[src/stbr_ram.sv]
// ----------------------------------------------------------------------------
// stbr_ram
// Generic simple dual-port RAM, one write and one registered read port.
// ----------------------------------------------------------------------------
module stbr_ram #(
  parameter int unsigned WIDTH = 16,
  parameter int unsigned DEPTH = 256
) (
  input  logic                     clk_i,
  input  logic                     we_i,
  input  logic [$clog2(DEPTH)-1:0] waddr_i,
  input  logic [WIDTH-1:0]         wdata_i,
  input  logic                     re_i,
  input  logic [$clog2(DEPTH)-1:0] raddr_i,
  output logic [WIDTH-1:0]         rdata_o
);

  logic [WIDTH-1:0] mem_q [DEPTH];
  logic [WIDTH-1:0] rdata_q;

  always_ff @(posedge clk_i) begin
    if (we_i) begin
      mem_q[waddr_i] <= wdata_i;
    end
    if (re_i) begin
      rdata_q <= mem_q[raddr_i];
    end
  end

  assign rdata_o = rdata_q;

endmodule

[config.mk]
export PLATFORM = sky130hd
export DESIGN_NAME = stbr_ram
export DESIGN_NICKNAME = d
export VERILOG_FILES = /design/src/stbr_ram.sv
export SDC_FILE = /design/constraint.sdc
export NUM_CORES = 2
export LEC_CHECK = 0
export BUFFER_PORTS_ARGS = -buffer_cell sky130_fd_sc_hd__buf_2
export CAP_MARGIN = 20
export CELL_PAD_IN_SITES_DETAIL_PLACEMENT = 0
export CELL_PAD_IN_SITES_GLOBAL_PLACEMENT = 1
export CORE_MARGIN = 2
export CORE_UTILIZATION = 44
export CTS_CLUSTER_DIAMETER = 100
export DETAILED_ROUTE_END_ITERATION = 8
export PLACE_DENSITY = 0.76
export SYNTH_ARGS = -nofsm -noshare
export SYNTH_HDL_FRONTEND = slang
export SYNTH_SLANG_ARGS = --single-unit
[constraint.sdc]
create_clock -name clk_i -period 8.1 [get_ports clk_i]
set_clock_uncertainty 0.15 [all_clocks]
set_input_delay 1.62 -clock clk_i [delete_from_list [all_inputs] [get_ports clk_i]]
set_output_delay 1.62 -clock clk_i [all_outputs]
set_load 0.01 [all_outputs]
## After elaboration in Yosys (flattened, before gate mapping)

Memories as Yosys holds them, arrays and structs flattened. A register that Yosys moved wholly into a read port is not among the register bits.
Cells that the tools add are included.

- Register bits after elaboration: 0
- Bits in latches: 0
- Bits in writable memories: 4096
- Memory bits (read-only): 0
- Input port bits: 35
- Output and inout port bits: 16
- Logic and storage cells: 3
- Memories kept: 1

Memory list:

| name | depth | width | rd ports | clocked after Yosys merged registers in | wr ports | RTL line | RTL |
|---|---|---|---|---|---|---|---|
| mem_q | 256 | 16 | 1 | 1 | 1 | 18 | `logic [WIDTH-1:0] mem_q [DEPTH];` |

- Add/sub/neg operators: 0
- $mul: 0
- Divide/modulo/power cells: 0
- $lt $le $gt $ge: 0
- Equal/unequal tests: 0
- Shift operators: 0
- Mux-type cells: 2
- Bitwise gates (word level): 0
- Reductions and logical operators: 0

Operators by type and width:

| cell | number |
|---|---|
| 1-bit 2-to-1 mux | 2 |

## Longest topological paths before layout

- Depth in word-level cells: 2
- Mapped depth: 12
- Depth with buffers taken out: 6

## Worst setup path after synthesis

No wires, ideal clock.

- Kind: input to register
- From: input port raddr_i[0]
- To: register rdata_q[4], in the netlist rdata_o[4], read port of mem_q (data pin)
- Library setup time: 0.265 ns
- Arrival: 3.604 ns
- Data required time: 7.685 ns
- Path slack: 4.081 ns
- Stages on the path: 8
- Path through: buf_6 buf_6 buf_2 mux4_2 mux4_2 a22o_1 o32ai_2 nor4_2

RTL lines:

| item | RTL line | RTL |
|---|---|---|
| start: declaration | 14 | `input logic [$clog2(DEPTH)-1:0] raddr_i,` |
| end: declaration | 19 | `logic [WIDTH-1:0] rdata_q;` |

==> summary.txt <==
Floorplan
  • # IOs: 51
  • Core box area: 359200 um^2
  • Die area: ~370000 um^2
  • FP Rows: 220
  • Horiz. Die Dim: between 600 and 700 um
  • Initial core utilization: 44.23%
  • Die Height: 604.9 um

Timing
  • Rel. slew slack: roughly 15%
  • Final worst-path setup slack: 2992 ps
  • Setup Total Neg Slack: 0 ps
  • Final hold violations: 0
  • Endpoints failing setup: 0
  • Fin crit share: between 60% and 70%
  • RSZ-0062 raised after global routing: no
  • Slew of the pin with the lowest slew margin: 1275 ps
  • Peak Freq: 195.8 MHz
  • Tmin final: 5108 ps
  • Max-slew violations: 0
  • Worst hold margin: 912.9 ps

Finish
  • Fin nets: around 8000
  • Fin area: 179300 um^2
  • Layout cells sized above 1: 24.22%
  • Layout area overhead: 12.84%
  • Core Util, Final: approximately half
  • Non-filler cells, final: 12870

Drt
  • Total Wirelength: roughly 410 mm
  • ANT nets after route: 0
  • DRT iter0 DRCs: 11170
  • Via count: 79100
  • DRT Pass-1 Iters: 6
  • Detailed-route wire length per cell: 31.97 um
  • DRC viols: 0
  • Vias per cell: 6.147

Synthesis
  • Syn nets: roughly 7400
  • Mapped Area: 158900 um^2
  • Sequential area share after synthesis: 77.72%
  • Yosys top cell area share: ~78%
  • Most common cell in the netlist: edfxtp_1
  • FF+latch count, synth: 4112
  • Post-synth top cells: edfxtp_1 (4112), mux4_2 (797), mux2i_1 (565), nor2_1 (304), o221ai_1 (252)
  • Synthesis warning total: 0
  • Post-synth top flop: edfxtp_1
  • Syn Area/Cell: 21.59 um^2
  • Library cells used by synthesis: 51
  • Cells after Synth: approximately 7400
  • Main area contributors after synthesis: edfxtp_1 (78%), mux4_2 (11%), mux2i_1 (3.6%), o221ai_1 (1.4%), nor2_1 (0.72%)
  • Synth async-reset ratio: 0%
  • Yosys top cell by area: edfxtp_1
  • Number of enable flip-flop cells after synthesis: 4112

Critical path
  • Signal arrival time at the worst endpoint: 5710 ps
  • CP startpoint kind: input pin
  • Cells along the critical path: buf_12 > buf_12 > buf_4 > mux2i_1 > o221ai_1 > a21oi_1 > nor2_1 > nand4_1 > nor4_1
  • Most used cell, CP: buf_12
  • Max incr delay on CP: ~770 ps
  • Crit. End Element: flip-flop
  • Worst EP required: 8700 ps
  • CP top delay family: buffers and inverters
  • Crit path buf inv count: 3
  • Crit path kind: in -> reg
  • Slowest cell on the critical path: buf_4
  • FF-to-FF Start: mem_q[139][3]
  • CP Launch Point: raddr_i[0]
  • CP Max Fanout: 89

Placement
  • Placed inst area: 166100 um^2
  • Pre-CTS setup slack: about 2000 ps
  • Routability cong.: 0.8809
  • Post-DP HPWL: roughly 240 mm
  • Buffers on Ports: 50
  • Placed cell count: 12110

Clocking
  • CTS tree: yes
  • Longest Clk Path Bufs: 4
  • Hold_buf cts: 0
  • CTS sink cnt: ~4100
  • Clk Latency, worst-skew pair: between 900 and 1000 ps
  • Num CTS Buffers: 398
  • Root buffer cell: clkbuf_16
  • Register clock-pin slew on the reported worst setup and hold paths: ~70 ps
  • Post-CTS Setup Inserts: 0
  • Post-CTS resize count: 0
  • Max H-tree Level: 5

Outcome
  • Outcome: finished, final reports clean

Pwr
  • VDD IR max: around 0.19 mV
  • Sequential power share: 53.3%
  • Comb pwr share: 4.8%
  • P_sw: 9.456 mW
  • Pwr dens: 246.1 nW/um^2
  • Int Pwr: ~35 mW
  • Net Sw Frac: 21.44%
  • Clk pwr share: 41.9%
  • Final Power: ~44 mW
  • Leak: 56.35 nW

Global routing
  • Vias in the first global route: 78150
  • Initial antenna violation count: 29
  • Total global-route track usage: 22.22%
  • First-pass GRT wire length: 583.1 mm
  • Largest net degree at the start of global routing: 218
  • GR Overflow Total: 0

Run
  • Max-Cap Viols: 0

Worst hold path
  • Worst Hold Launch: wdata_i[11]
  • Worst hold-check path type: in -> reg
cell type report:
cell class,instances,area [um^2]
flip-flops and latches,4112,123500
well taps,4773,5972
multi-input cells,2792,32890
fillers,27980,179900
clock buffers,483,10300
repair buffers,442,3860
inverters,4,27.53
diodes,12,30.03
clock inverters,251,2719
power by group through the flow:
stage	registers, mW	logic [mW]	clock network [mW]
after global placement	24.0	2.05	0
after CTS	23.5	2.10	18.7
after detailed placement	24.0	2.10	0
after floorplan	23.9	1.16	0
after global routing	23.5	2.20	19.5
final	23.5	2.11	18.5
cell families after synthesis:
kind of cell           Yosys count  share of synthesized area, %
multiplexers                  1450                         15.48
AND/OR/NAND/NOR                556                         1.573
AO/OA/AOI/OAI                  786                         3.534
buffers and inverters          456                         1.692
flip-flops                    4112                         77.72
per-layer routing:
layer  GRT usage (%)  share of wire (%)
met5               0              0.018
met4           8.419                4.0
met3           4.367                9.8
met2           36.05                 49
met1           29.86                 37
placed cells by master (no fill, tap or decap), types with 90 or more instances in the layout:
master and n:
edfxtp_1 4112, clkbuf_16 399, nor2_1 258, mux2i_1 565
o22ai_1 148, buf_4 349, a21oi_1 175, o221ai_1 252
nor3_1 90, mux4_2 797
state kept, by name, indices dropped and copies added (netlist names):
name     flops
mem_q     4096
rdata_o     16
path summary, 6_finish.rpt:
kind	to	slack [ps]	cells past startpoint
max reg2reg	rdata_o[3]	4550	6
min reg2reg	rdata_o[9]	1060	5
max	rdata_o[2]	2990	9
min	mem_q[251][11]	910	1
worst register-to-register path, cell delays in order, from the launching register on:
cell	delay, ps
edfxtp_1	360
mux4_2	470
mux2_2	300
a221oi_1	850
o31ai_1	430
o32ai_1	560
nor4_1	150
Note: power is estimated with default switching activity, not from simulation.
