===== config.mk =====
export PLATFORM = sky130hd
export DESIGN_NAME = stbr_render
export DESIGN_NICKNAME = d
export VERILOG_FILES = /design/src/stbr_pkg.sv /design/src/stbr_render.sv
export SDC_FILE = /design/constraint.sdc
export NUM_CORES = 1
export LEC_CHECK = 0
export ABC_AREA = 1
export BUFFER_PORTS_ARGS = -buffer_cell sky130_fd_sc_hd__buf_4
export CORE_MARGIN = 2
export CORE_UTILIZATION = 35
export CTS_CLUSTER_SIZE = 25
export DETAILED_ROUTE_END_ITERATION = 7
export GPL_TIMING_DRIVEN = 0
export SETUP_SLACK_MARGIN = 0.1
export SLEW_MARGIN = 40
export SYNTH_ARGS = -nofsm -noshare
export SYNTH_HDL_FRONTEND = slang
export SYNTH_SLANG_ARGS = --single-unit

===== constraint.sdc =====
create_clock -name clk_i -period 3.35 [get_ports clk_i]
set_input_delay 0.5025 -clock clk_i [delete_from_list [all_inputs] [get_ports clk_i]]
set_output_delay 0.5025 -clock clk_i [all_outputs]
set_load 0.01 [all_outputs]

===== src/stbr_pkg.sv =====
// ----------------------------------------------------------------------------
// stbr_pkg
// Types and fixed constants of the scanline timing and bitmap renderer.
// ----------------------------------------------------------------------------
package stbr_pkg;

  typedef enum logic [1:0] {
    CMD_TICK    = 2'd0,
    CMD_VRAM_WR = 2'd1,
    CMD_PAL_WR  = 2'd2,
    CMD_PIX_RD  = 2'd3
  } cmd_e;

  typedef struct packed {
    cmd_e        cmd;
    logic [15:0] vram_address;
    logic [7:0]  palette_index;
    logic [15:0] write_data;
    logic [7:0]  pixel_row;
    logic [7:0]  pixel_column;
  } item_t;

  typedef struct packed {
    logic [7:0]  line_number;
    logic [10:0] cycle_in_line;
    logic        vblank_flag;
    logic        hblank_flag;
    logic [15:0] pixel_value;
  } result_t;

  typedef enum logic [1:0] {
    RK_FILL,
    RK_DIRECT,
    RK_INDEX
  } render_kind_e;

  localparam int unsigned REQ_VAW = 16;
  localparam int unsigned REQ_PAW = 8;
  localparam int unsigned REQ_FAW = 20;

  // renderer to memory ports
  typedef struct packed {
    logic               vram_re;
    logic [REQ_VAW-1:0] vram_addr;
    logic               pal_re;
    logic [REQ_PAW-1:0] pal_addr;
    logic               frame_we;
    logic [REQ_FAW-1:0] frame_addr;
    logic [15:0]        frame_wdata;
  } mem_req_t;

  localparam logic [2:0]  MODE_DIRECT      = 3'd3;
  localparam logic [2:0]  MODE_INDEX       = 3'd4;
  localparam int unsigned HBLANK_CYCLE     = 1004;
  localparam int unsigned RENDER_CYCLE     = 960;
  localparam int unsigned FRAME_SEL_OFFSET = 32'hA000;

endpackage


===== src/stbr_render.sv =====
// ----------------------------------------------------------------------------
// stbr_render
// Line render engine: three-stage video memory / palette / frame pipeline.
// ----------------------------------------------------------------------------
module stbr_render #(
  parameter int unsigned PIXELS_PER_LINE = 240,
  parameter int unsigned VISIBLE_LINES   = 160,
  parameter int unsigned TOTAL_LINES     = 228,
  parameter int unsigned VRAM_WORDS      = 49152
) (
  input  logic                           clk_i,
  input  logic                           rst_ni,
  input  logic                           start_i,
  input  stbr_pkg::render_kind_e         kind_i,
  input  logic                           frame_sel_i,
  input  logic [$clog2(TOTAL_LINES)-1:0] line_i,
  input  logic [15:0]                    vram_rdata_i,
  input  logic [15:0]                    pal_rdata_i,
  output stbr_pkg::mem_req_t             req_o,
  output logic                           busy_o
);
  import stbr_pkg::*;

  localparam int unsigned LW  = $clog2(TOTAL_LINES);
  localparam int unsigned FAW = $clog2(PIXELS_PER_LINE * VISIBLE_LINES);
  localparam int unsigned CLW = $clog2(PIXELS_PER_LINE);
  localparam int unsigned BAW = $clog2(FRAME_SEL_OFFSET + PIXELS_PER_LINE * VISIBLE_LINES);

  typedef enum logic [1:0] {
    RS_IDLE,
    RS_ISSUE,
    RS_DRAIN
  } rstate_e;

  rstate_e        state_q;
  logic [CLW-1:0] col_q;
  logic           s1_v_q, s2_v_q;

  render_kind_e   kind_q;
  logic           sel_q;
  logic [FAW-1:0] base_q;
  logic [FAW-1:0] s1_pix_q, s2_pix_q;
  logic           s1_odd_q, s1_ok_q;
  logic [15:0]    s2_half_q;

  logic [FAW+LW-1:0] base_prod;
  logic [FAW:0]      pix_w;
  logic [FAW-1:0]    pix;
  logic [BAW:0]      byte_w;
  logic [BAW:0]      half_idx;
  logic              ok0;
  logic              issuing;
  logic [7:0]        byte_val;

  assign base_prod = (FAW+LW)'(line_i) * (FAW+LW)'(PIXELS_PER_LINE);
  assign issuing   = (state_q == RS_ISSUE);

  // stage 0: video memory address
  always_comb begin
    pix_w    = (FAW+1)'(base_q) + (FAW+1)'(col_q);
    pix      = pix_w[FAW-1:0];
    byte_w   = (sel_q ? (BAW+1)'(FRAME_SEL_OFFSET) : '0) + (BAW+1)'(pix);
    half_idx = (kind_q == RK_DIRECT) ? (BAW+1)'(pix) : (byte_w >> 1);
    ok0      = half_idx < (BAW+1)'(VRAM_WORDS);
  end

  // stage 1: byte pick and palette address
  always_comb begin
    byte_val = s1_ok_q ? (s1_odd_q ? vram_rdata_i[15:8] : vram_rdata_i[7:0]) : 8'd0;
  end

  always_comb begin
    req_o             = '0;
    req_o.vram_re     = issuing && (kind_q != RK_FILL) && ok0;
    req_o.vram_addr   = REQ_VAW'(half_idx);
    req_o.pal_re      = s1_v_q && (kind_q != RK_DIRECT);
    req_o.pal_addr    = (kind_q == RK_FILL) ? '0 : byte_val;
    req_o.frame_we    = s2_v_q;
    req_o.frame_addr  = REQ_FAW'(s2_pix_q);
    req_o.frame_wdata = (kind_q == RK_DIRECT) ? s2_half_q : pal_rdata_i;
  end

  assign busy_o = (state_q != RS_IDLE);

  always_ff @(posedge clk_i or negedge rst_ni) begin
    if (!rst_ni) begin
      state_q <= RS_IDLE;
      col_q   <= '0;
      s1_v_q  <= 1'b0;
      s2_v_q  <= 1'b0;
    end else begin
      s1_v_q <= issuing;
      s2_v_q <= s1_v_q;
      case (state_q)
        RS_IDLE: begin
          if (start_i) begin
            state_q <= RS_ISSUE;
            col_q   <= '0;
          end
        end
        RS_ISSUE: begin
          if (col_q == CLW'(PIXELS_PER_LINE - 1)) begin
            state_q <= RS_DRAIN;
          end else begin
            col_q <= col_q + 1'b1;
          end
        end
        RS_DRAIN: begin
          if (!s1_v_q) begin
            state_q <= RS_IDLE;
          end
        end
        default: state_q <= RS_IDLE;
      endcase
    end
  end

  always_ff @(posedge clk_i) begin
    if (start_i && (state_q == RS_IDLE)) begin
      kind_q <= kind_i;
      sel_q  <= frame_sel_i;
      base_q <= base_prod[FAW-1:0];
    end
    s1_pix_q  <= pix;
    s1_odd_q  <= byte_w[0];
    s1_ok_q   <= ok0;
    s2_pix_q  <= s1_pix_q;
    s2_half_q <= s1_ok_q ? vram_rdata_i : 16'd0;
  end

endmodule


---- Word-level counts from Yosys, hierarchy flattened ----
Index checks and enable logic that the tools add are counted.
word-level totals
  register bits after elaboration ......... 77
  bits in latches ......................... 0
  RAM bits ................................ 0
  memory bits (read-only) ................. 0
  input port bits ......................... 46
  output and inout bits ................... 64
  logic and storage cells ................. 50
  memories kept ........................... 0
cells by class
  add/sub/neg operators ................... 3
  $mul .................................... 1
  div/mod/pow operators ................... 0
  magnitude comparators ................... 1
  equal/unequal tests ..................... 9
  shifts and indexed selects .............. 0
  muxes and demuxes ....................... 13
  bitwise logic cells ..................... 0
  reductions and logical operators ........ 11
operators by type and width
  operator                                             number
  two-way mux 16 bit                                   3
  two-way mux 8 bit                                    5
  adder 16 x 16 -> 17 bit                              1
  adder 16 x 8 -> 16 bit                               1
  less-than comparator 16 bit, second input constant   1
  one-hot mux 8 bit (2 select lines)                   1
  multiplier 8 x 4 -> 12 bit, second input constant    1
  adder 8 x 1 -> 8 bit, second input constant          1
  equality test 8 bit, second input constant           1
  two-way mux 2 bit                                    3
  != test 2 bit, second input constant                 3
  one-hot mux 2 bit (3 select lines)                   1
  AND reduction 3 bit                                  2
  nonzero test 2 bit                                   3
  equality test 2 x 1 -> 1 bit, second input constant  2
  logical AND 1 bit                                    4
  logical NOT 2 bit                                    2
  != test 2 x 1 -> 1 bit, second input constant        2
  equality test 2 bit, second input constant           1

---- Logic depth before layout (Yosys ltp) ----
Gate-level depths: netlist of the first run.
  depth after elaboration ................. 5
  depth in mapped cells ................... 16
  mapped depth without buffers ............ 16

---- Worst setup path before layout of the first run ----
OpenSTA, ideal clock, no wires.
  path kind ............................... input to register
  start point ............................. input port line_i[5]
  end point ............................... register base_q[14], data pin
  setup time .............................. 0.252 ns
  arrival ................................. 2.597 ns
  required time ........................... 3.098 ns
  slack ................................... 0.500 ns
  cell stages on the path ................. 11
  path buffers ............................ 0
  cell sequence ........................... inv_1 > fa_1 > fa_1 > inv_1 > ha_1 > inv_1 > o21ai_0 > a221oi_1 > nand2_1 > nand2_1 > nand2_1
on the way
  word-level cells in the longest chain between the ends .. 1
ends and longest elaborated chain
  what                        line                source
  from (decl)                 stbr_render.sv:16   input logic [$clog2(TOTAL_LINES)-1:0] line_i,
  multiplier 8 x 4 -> 12 bit  stbr_render.sv:55   assign base_prod = (FAW+LW)'(line_i) * (FAW+LW)'(PIXELS_PER_LINE);
  named net base_prod[14]     stbr_render.sv:46   logic [FAW+LW-1:0] base_prod;
  to (signal assigned)        stbr_render.sv:122  base_q <= base_prod[FAW-1:0];
  to (decl)                   stbr_render.sv:41   logic [FAW-1:0] base_q;
The timed path passes the listed nets, and every way through them passes these cells.
A chain may end at the register's enable or synchronous reset.

==> results of run 1 <==
[cells in the final DEF (no fill, tap or decap), types with 2 or more instances in the layout]
cell type | synthesis | layout
mux2_2 | 8 | 8
nor2_2 | 0 | 2
nand3_2 | 6 | 5
xor2_1 | 12 | 11
clkbuf_1 | 8 | 9
nor3_1 | 3 | 3
xnor2_1 | 3 | 3
dfxtp_1 | 49 | 49
xor2_2 | 2 | 3
a21oi_2 | 2 | 3
o21ai_2 | 4 | 4
edfxtp_1 | 15 | 15
nor2_4 | 4 | 4
ha_4 | 0 | 5
conb_1 | 1 | 4
o21ai_0 | 11 | 11
inv_1 | 85 | 84
nand2_4 | 1 | 4
nand2_2 | 9 | 11
nand3_1 | 15 | 15
dfrtp_1 | 12 | 10
fa_1 | 14 | 13
nor2_1 | 15 | 13
buf_4 | 6 | 123
ha_1 | 23 | 17
o21ai_1 | 5 | 5
clkbuf_16 | 0 | 11
nand2_1 | 140 | 135
nand4_1 | 7 | 7
inv_2 | 2 | 3
dfrtp_2 | 0 | 2
o22ai_2 | 1 | 2
a21oi_1 | 8 | 7
[per-layer routing]
metal	share of wire (%)	GRT usage (%)	wire [microns]	up-vias
li1	-	-	-	1736
met1	43	17.0	4030	1479
met2	49	25.6	4600	105
met3	5.6	3.46	525	15
met4	1.9	6.02	173	0
met5	0	0	0	-
[where the power goes]
group | switching, W | total (W) | internal, W
Combinational | 0.000190 | 0.000358 | 0.000168
Clock | 0.000371 | 0.000986 | 0.000615
Sequential | 0.00000173 | 0.000965 | 0.000963
[critical path, cell delays in order (launching register included)]
cell and delay [ps]:
dfrtp_1 390, ha_4 140, inv_1 60, fa_2 400, inv_2 110, nand2_4 70
nand2_4 90, nand3_4 70, and2_4 160, ha_4 150, xor2_1 140, nand2_1 80
nand2_2 70, nand3_2 70, nand2_1 60, inv_1 40, buf_4 130
[how the worst min path moves through the flow]
stage | to | slack [ps]
floorplan | col_q[0] | 210
global placement | s2_pix_q[9] | 310
detailed placement | s2_pix_q[10] | 310
CTS | s2_pix_q[14] | 330
global route | s2_pix_q[10] | 330
finish | s2_pix_q[5] | 330
[per-stage QoR]
stage               instances  utilization (%)
floorplan                 485                -
global placement          733             44.5
detailed placement        733             44.5
CTS                       751             47.7
global route              762             49.3
finish                    762             49.3
[cell type report]
class | instances | area [sq um] | area share (%)
repair buffers | 118 | 888 | 15.7
multi-input cells | 306 | 2120 | 37.4
clock inverters | 3 | 22.5 | 0.399
well taps | 143 | 179 | 3.17
plain buffers | 15 | 86.3 | 1.53
clock buffers | 13 | 293 | 5.18
flip-flops and latches | 76 | 1730 | 30.7
inverters | 88 | 332 | 5.87
[flip-flops by register name, summed over array words and instances (netlist names)]
| signal | cells |
|---|---|
| kind_q | 2 |
| s1_pix_q | 16 |
| base_q | 12 |
| s2_half_q | 16 |
| state_q | 2 |
| col_q | 8 |
| s1_v_q | 1 |
| s1_ok_q | 1 |
| s2_pix_q | 16 |
| sel_q | 1 |
| s2_v_q | 1 |
[logic make-up after synthesis]
kind of cell             Yosys count
XOR/XNOR                          17
AND/OR/NAND/NOR                  203
AO/OA/AOI/OAI                     37
buffers and inverters            103
flip-flops                        76
other                              1
multiplexers                       8
adder cells (fa/ha/maj)           37
[synthesized netlist by cell type (all sizes together)]
cell / n / area share [%]
dfxtp: 49 / 24
nor3: 3 / 0.36
o21bai: 1 / 0.18
or2: 1 / 0.15
o21ai: 20 / 2.8
ha: 23 / 7.0
a221oi: 1 / 0.21
and2: 2 / 0.30
clkinv: 1 / 0.12
o22ai: 2 / 0.45
o31ai: 1 / 0.52
nand2: 150 / 14
xnor2: 3 / 0.64
conb: 1 / 0.091
a21o: 1 / 0.18
dfrtp: 12 / 7.3
fa: 14 / 6.8
clkbuf: 8 / 0.73
buf: 7 / 1.4
inv: 87 / 7.9
o21a: 1 / 0.18
edfxtp: 15 / 11
a21oi: 10 / 1.4
mux2: 8 / 2.2
nand3: 21 / 3.3
nand4: 7 / 1.1
nor2: 19 / 2.5
xor2: 14 / 3.3
[timing repair]
| action | 4_1_cts | 5_1_grt |
|---|---|---|
| setup buffers | 1 | 11 |
| hold buffers | 1 | 0 |
| endpoints found under the hold margin | 12 | 0 |
| endpoints found under the setup margin | 1 | 3 |
| pin swaps | 0 | 12 |
| gates resized for setup | 5 | 22 |
==> results.sh, run 1 <==
export IMPL_cts_tree="built"
export IMPL_hold_viol_final=0
export IMPL_die_area_sq_mm=0.0127
export IMPL_ant_nets=0
export IMPL_r2r_slack_ps=1210
export IMPL_r2r_cells=13
export IMPL_wl_per_cell_microns=12.2
export IMPL_setup_worst_path_end="req_o[62]"
export IMPL_post_route_min_period_ps=3090
export IMPL_worst_pin_slew_ps=584
export IMPL_clkLatencyLatePin_ps=340
export IMPL_setup_viol=0
export IMPL_critPathMaxFanout=3
export IMPL_start_util_pct=36.0
export IMPL_port_buffers=105
export IMPL_whs_path_depth=0
export IMPL_root_buffer="clkbuf_16"
export IMPL_irDropWorstVdd_mv=0.250
export IMPL_synth_xor_area_share_pct=3.97
export IMPL_startpoint_type="flop"
export IMPL_cts_sinks=76
export IMPL_num_antenna_cells=0
export IMPL_synth_compound_area_share_pct=5.91
export IMPL_finalSetupTns_ps=0
export IMPL_synthCells=482
export IMPL_grt_antenna_before_repair=0
export IMPL_first_pass_iters=4
export IMPL_worstSetupPathType="flop to output pin"
export IMPL_syn_area_per_cell_sq_um=8.56
export IMPL_place_congestion=0.824
export IMPL_min_delay_start="s1_pix_q[5]"
export IMPL_numCtsBuffers=9
export IMPL_yosys_area_share_simple_pct=22.0
export IMPL_cts_buffer_depth=2
export IMPL_pwr_density_cell_mw_per_mm2=409
export IMPL_cp_required_ps=2850
export IMPL_via_per_inst=4.38
export IMPL_max_slew_margin_pct=61.0
export IMPL_fin_crit_sh_pct=92.2
export IMPL_p_leak_nw=2.96
export IMPL_place_ws_ps=169
export IMPL_syn_area_sq_mm=0.00413
export IMPL_drtIter0Drc=120
export IMPL_drv_cap=0
export IMPL_num_rows=39
export IMPL_syn_to_final_growth_pct=36.9
export IMPL_core_area_sq_mm=0.0115
export IMPL_synth_fa_ha_area_share_pct=13.8
export IMPL_ys_ff_latch=76
export IMPL_first_global_vias=3157
export IMPL_hp_class="flop to flop"
export IMPL_track_usage_pct=14.6
export IMPL_place_hpwl_microns=7120
export IMPL_finClkSkew_ps=5.70
export IMPL_finalWirelength_microns=9320
export IMPL_fillers=1070
export IMPL_synthDistinctLibCells=39
export IMPL_reg2reg_from="col_q[4]"
export IMPL_setup_worst_path_end_class="output pin"
export IMPL_status="finished clean"
export IMPL_synth_warnings=0
export IMPL_drive_gt1_share_pct=32.5
export IMPL_vias=3335
export IMPL_grt_pass1_wl_microns=14700
export IMPL_reg2reg_to="s1_ok_q"
export IMPL_die_w_microns=113
export IMPL_p_total_w=0.00231
export IMPL_fin_area_sq_mm=0.00565
export IMPL_synth_top_family_by_area="simple AND/OR/NAND/NOR gates"
export IMPL_synthMuxAreaShare_pct=2.18
export IMPL_hold_ws_ps=325
export IMPL_fin_nets=697
export IMPL_drv_slew=0
export IMPL_synth_sequential_area_ratio_pct=42.0
export IMPL_grt_overflow_total=0
export IMPL_rsz0062_at_grt="false"
export IMPL_cp_arrival_ps=2590
export IMPL_ios=110
export IMPL_fmax_mhz=324
export IMPL_cts_max_level=3
export IMPL_grt_max_degree=16
export IMPL_fin_ws_ps=261
export IMPL_dieHeight_microns=113
export IMPL_clkSlewWorstSetupHoldPaths_ps=60
export IMPL_crit_start="col_q[4]"
export IMPL_drc=0
export IMPL_dpl_instance_area_sq_mm=0.00510
Note: power is estimated with default switching activity, not from simulation.
==> inputs of run 2 (changes only) <==
==> constraint.sdc (replaced) <==
create_clock -name clk_i -period 3.35 [get_ports clk_i]
set_input_delay 0.335 -clock clk_i [delete_from_list [all_inputs] [get_ports clk_i]]
set_output_delay 0.335 -clock clk_i [all_outputs]
set_load 0.01 [all_outputs]
==> run 2 against run 1 <==
Clock-buffer cell count unchanged. Combinational power about the same. Routed wire length down 3.2%. Total power about the same. Clock skew about the same. Die area unchanged. Sequential power about the same. Critical path depth unchanged.
==> results.sh, run 2 (synthesis gave the netlist of run 1 again) <==
export IMPL_ios=110
export IMPL_drtIter0Drc=127
export IMPL_irDropWorstVdd_mv=0.250
export IMPL_place_congestion=0.824
export IMPL_fin_crit_sh_pct=90.9
export IMPL_cp_required_ps=3010
export IMPL_hp_class="primary input to flop"
export IMPL_finalSetupTns_ps=0
export IMPL_drc=0
export IMPL_place_hpwl_microns=7120
export IMPL_fin_ws_ps=303
export IMPL_rsz0062_at_grt="false"
export IMPL_path_cells="ha_2 > inv_1 > fa_2 > inv_2 > nand2_2 > nand2_2 > nand3_2 > and2_1 > ha_1 > xor2_1 > nand2_1 > nand2_2 > nand3_2 > nand2_1 > inv_1 > buf_4"
export IMPL_final_cell_mix="nand2_1, buf_4, inv_1, dfxtp_1, ha_1"
export IMPL_hold_viol_final=0
export IMPL_p_total_w=0.00231
export IMPL_first_pass_iters=4
export IMPL_clkLatencyLatePin_ps=340
export IMPL_grt_antenna_before_repair=0
export IMPL_cts_max_level=3
export IMPL_cp_top_family="adder cells"
export IMPL_finClkSkew_ps=5.59
export IMPL_r2r_cells=13
export IMPL_critPathMostFrequentCell="nand2_2"
export IMPL_first_global_vias=3144
export IMPL_die_area_sq_mm=0.0127
export IMPL_startpoint_type="flop"
export IMPL_track_usage_pct=14.5
export IMPL_wl_per_cell_microns=12.0
export IMPL_vias=3252
export IMPL_p_leak_nw=2.89
export IMPL_pwr_density_cell_mw_per_mm2=420
export IMPL_dieHeight_microns=113
export IMPL_reg_largest_list="s1_pix_q: 16 flops, s2_half_q: 16 flops, s2_pix_q: 16 flops"
export IMPL_layout_commonest_cell="nand2_1"
export IMPL_fin_area_sq_mm=0.00550
export IMPL_num_rows=39
export IMPL_worst_pin_slew_ps=580
export IMPL_start_util_pct=36.0
export IMPL_fin_nets=688
export IMPL_drv_slew=0
export IMPL_cp_slowest_stage_delay_ps=380
export IMPL_crit_slowest_cell="dfrtp_1"
export IMPL_root_buffer="clkbuf_16"
export IMPL_whs_path_depth=1
export IMPL_ant_nets=0
export IMPL_via_per_inst=4.32
export IMPL_crit_cells=16
export IMPL_max_slew_margin_pct=61.3
export IMPL_cts_buffer_depth=2
export IMPL_finalWirelength_microns=9020
export IMPL_post_route_min_period_ps=3050
export IMPL_setup_worst_path_end_class="output pin"
export IMPL_fmax_mhz=328
export IMPL_num_antenna_cells=0
export IMPL_worstSetupPathType="flop to output pin"
export IMPL_die_w_microns=113
export IMPL_clkSlewWorstSetupHoldPaths_ps=60
export IMPL_grt_pass1_wl_microns=14600
export IMPL_grt_max_degree=16
export IMPL_cts_sinks=76
export IMPL_dpl_instance_area_sq_mm=0.00510
export IMPL_cp_arrival_ps=2710
export IMPL_numCtsBuffers=9
export IMPL_setup_viol=0
export IMPL_place_ws_ps=337
export IMPL_port_buffers=105
export IMPL_syn_to_final_growth_pct=33.2
export IMPL_core_area_sq_mm=0.0115
export IMPL_status="finished clean"
export IMPL_cts_tree="built"
export IMPL_drv_cap=0
export IMPL_drive_gt1_share_pct=29.3
export IMPL_crit_buf_inv=4
export IMPL_grt_overflow_total=0
export IMPL_critPathMaxFanout=3
==> run 2: cell count changes in the layout (fill, tap and decap cells not counted), moves of 3 or more <==
| cell | delta |
|---|---|
| buf_4 | -9 |
| ha_1 | +3 |
| ha_4 | -3 |
| nand2_1 | +5 |
| nand2_4 | -3 |
==> run 2: cell type report <==
class | instances | area, sq um
buffer | 15 | 86.3
tap | 143 | 179
timing repair buffer | 109 | 821
fill | 1085 | 5970
inverter | 88 | 332
clock buffer | 13 | 293
clock inverter | 3 | 22.5
sequential | 76 | 1730
multi-input combinational | 306 | 2030
==> run 2: per-layer routing <==
| metal | wire length, microns | share of wire [%] | global-route usage, % |
|---|---|---|---|
| met2 | 4460 | 49 | 25.2 |
| met1 | 3890 | 43 | 17.0 |
| met3 | 502 | 5.6 | 3.46 |
| met4 | 164 | 1.8 | 6.02 |
| met5 | 0 | 0 | 0 |
==> run 2: final timing paths <==
check,startpoint,endpoint,slack [ps]
setup / recovery,col_q[4],req_o[62],300
max in group asynchronous,rst_ni,col_q[7],2810
min in group asynchronous,rst_ni,col_q[3],370
hold / removal,frame_sel_i,sel_q,180
setup reg to reg,col_q[4],s1_ok_q,1090
hold reg to reg,s1_pix_q[5],s2_pix_q[5],330
==> run 2: worst reg2reg max path, cell delays in order, from the launching register on <==
cell and delay, ps:
dfrtp_1 380, ha_2 210, inv_1 70, fa_2 380, inv_2 80, nand2_2 70, nand2_2 90, nand3_2 100
and2_1 170, ha_1 210, xor2_1 140, nand2_1 80, nand2_2 90, nand3_2 70
==> run 2: timing repair <==
| action | in CTS | in global routing |
|---|---|---|
| buffers inserted | 0 | 3 |
| setup endpoints to repair | 0 | 2 |
| gates resized for setup | 0 | 10 |
| endpoints found under the hold margin | 12 | 0 |
| hold buffers | 1 | 0 |
==> run 2: metrics by stage <==
stage,std cells,hold WS (ps),utilization [%]
floorplan,485,39.4,-
global placement,733,188,44.5
detailed placement,733,188,44.5
CTS,750,177,47.4
global route,753,177,47.9
finish,753,184,47.9
==> run 2: report_power, final <==
group | total, W | switching, W | internal [W]
Combinational | 0.000358 | 0.000190 | 0.000168
Sequential | 0.000965 | 0.00000173 | 0.000963
Clock | 0.000986 | 0.000371 | 0.000615
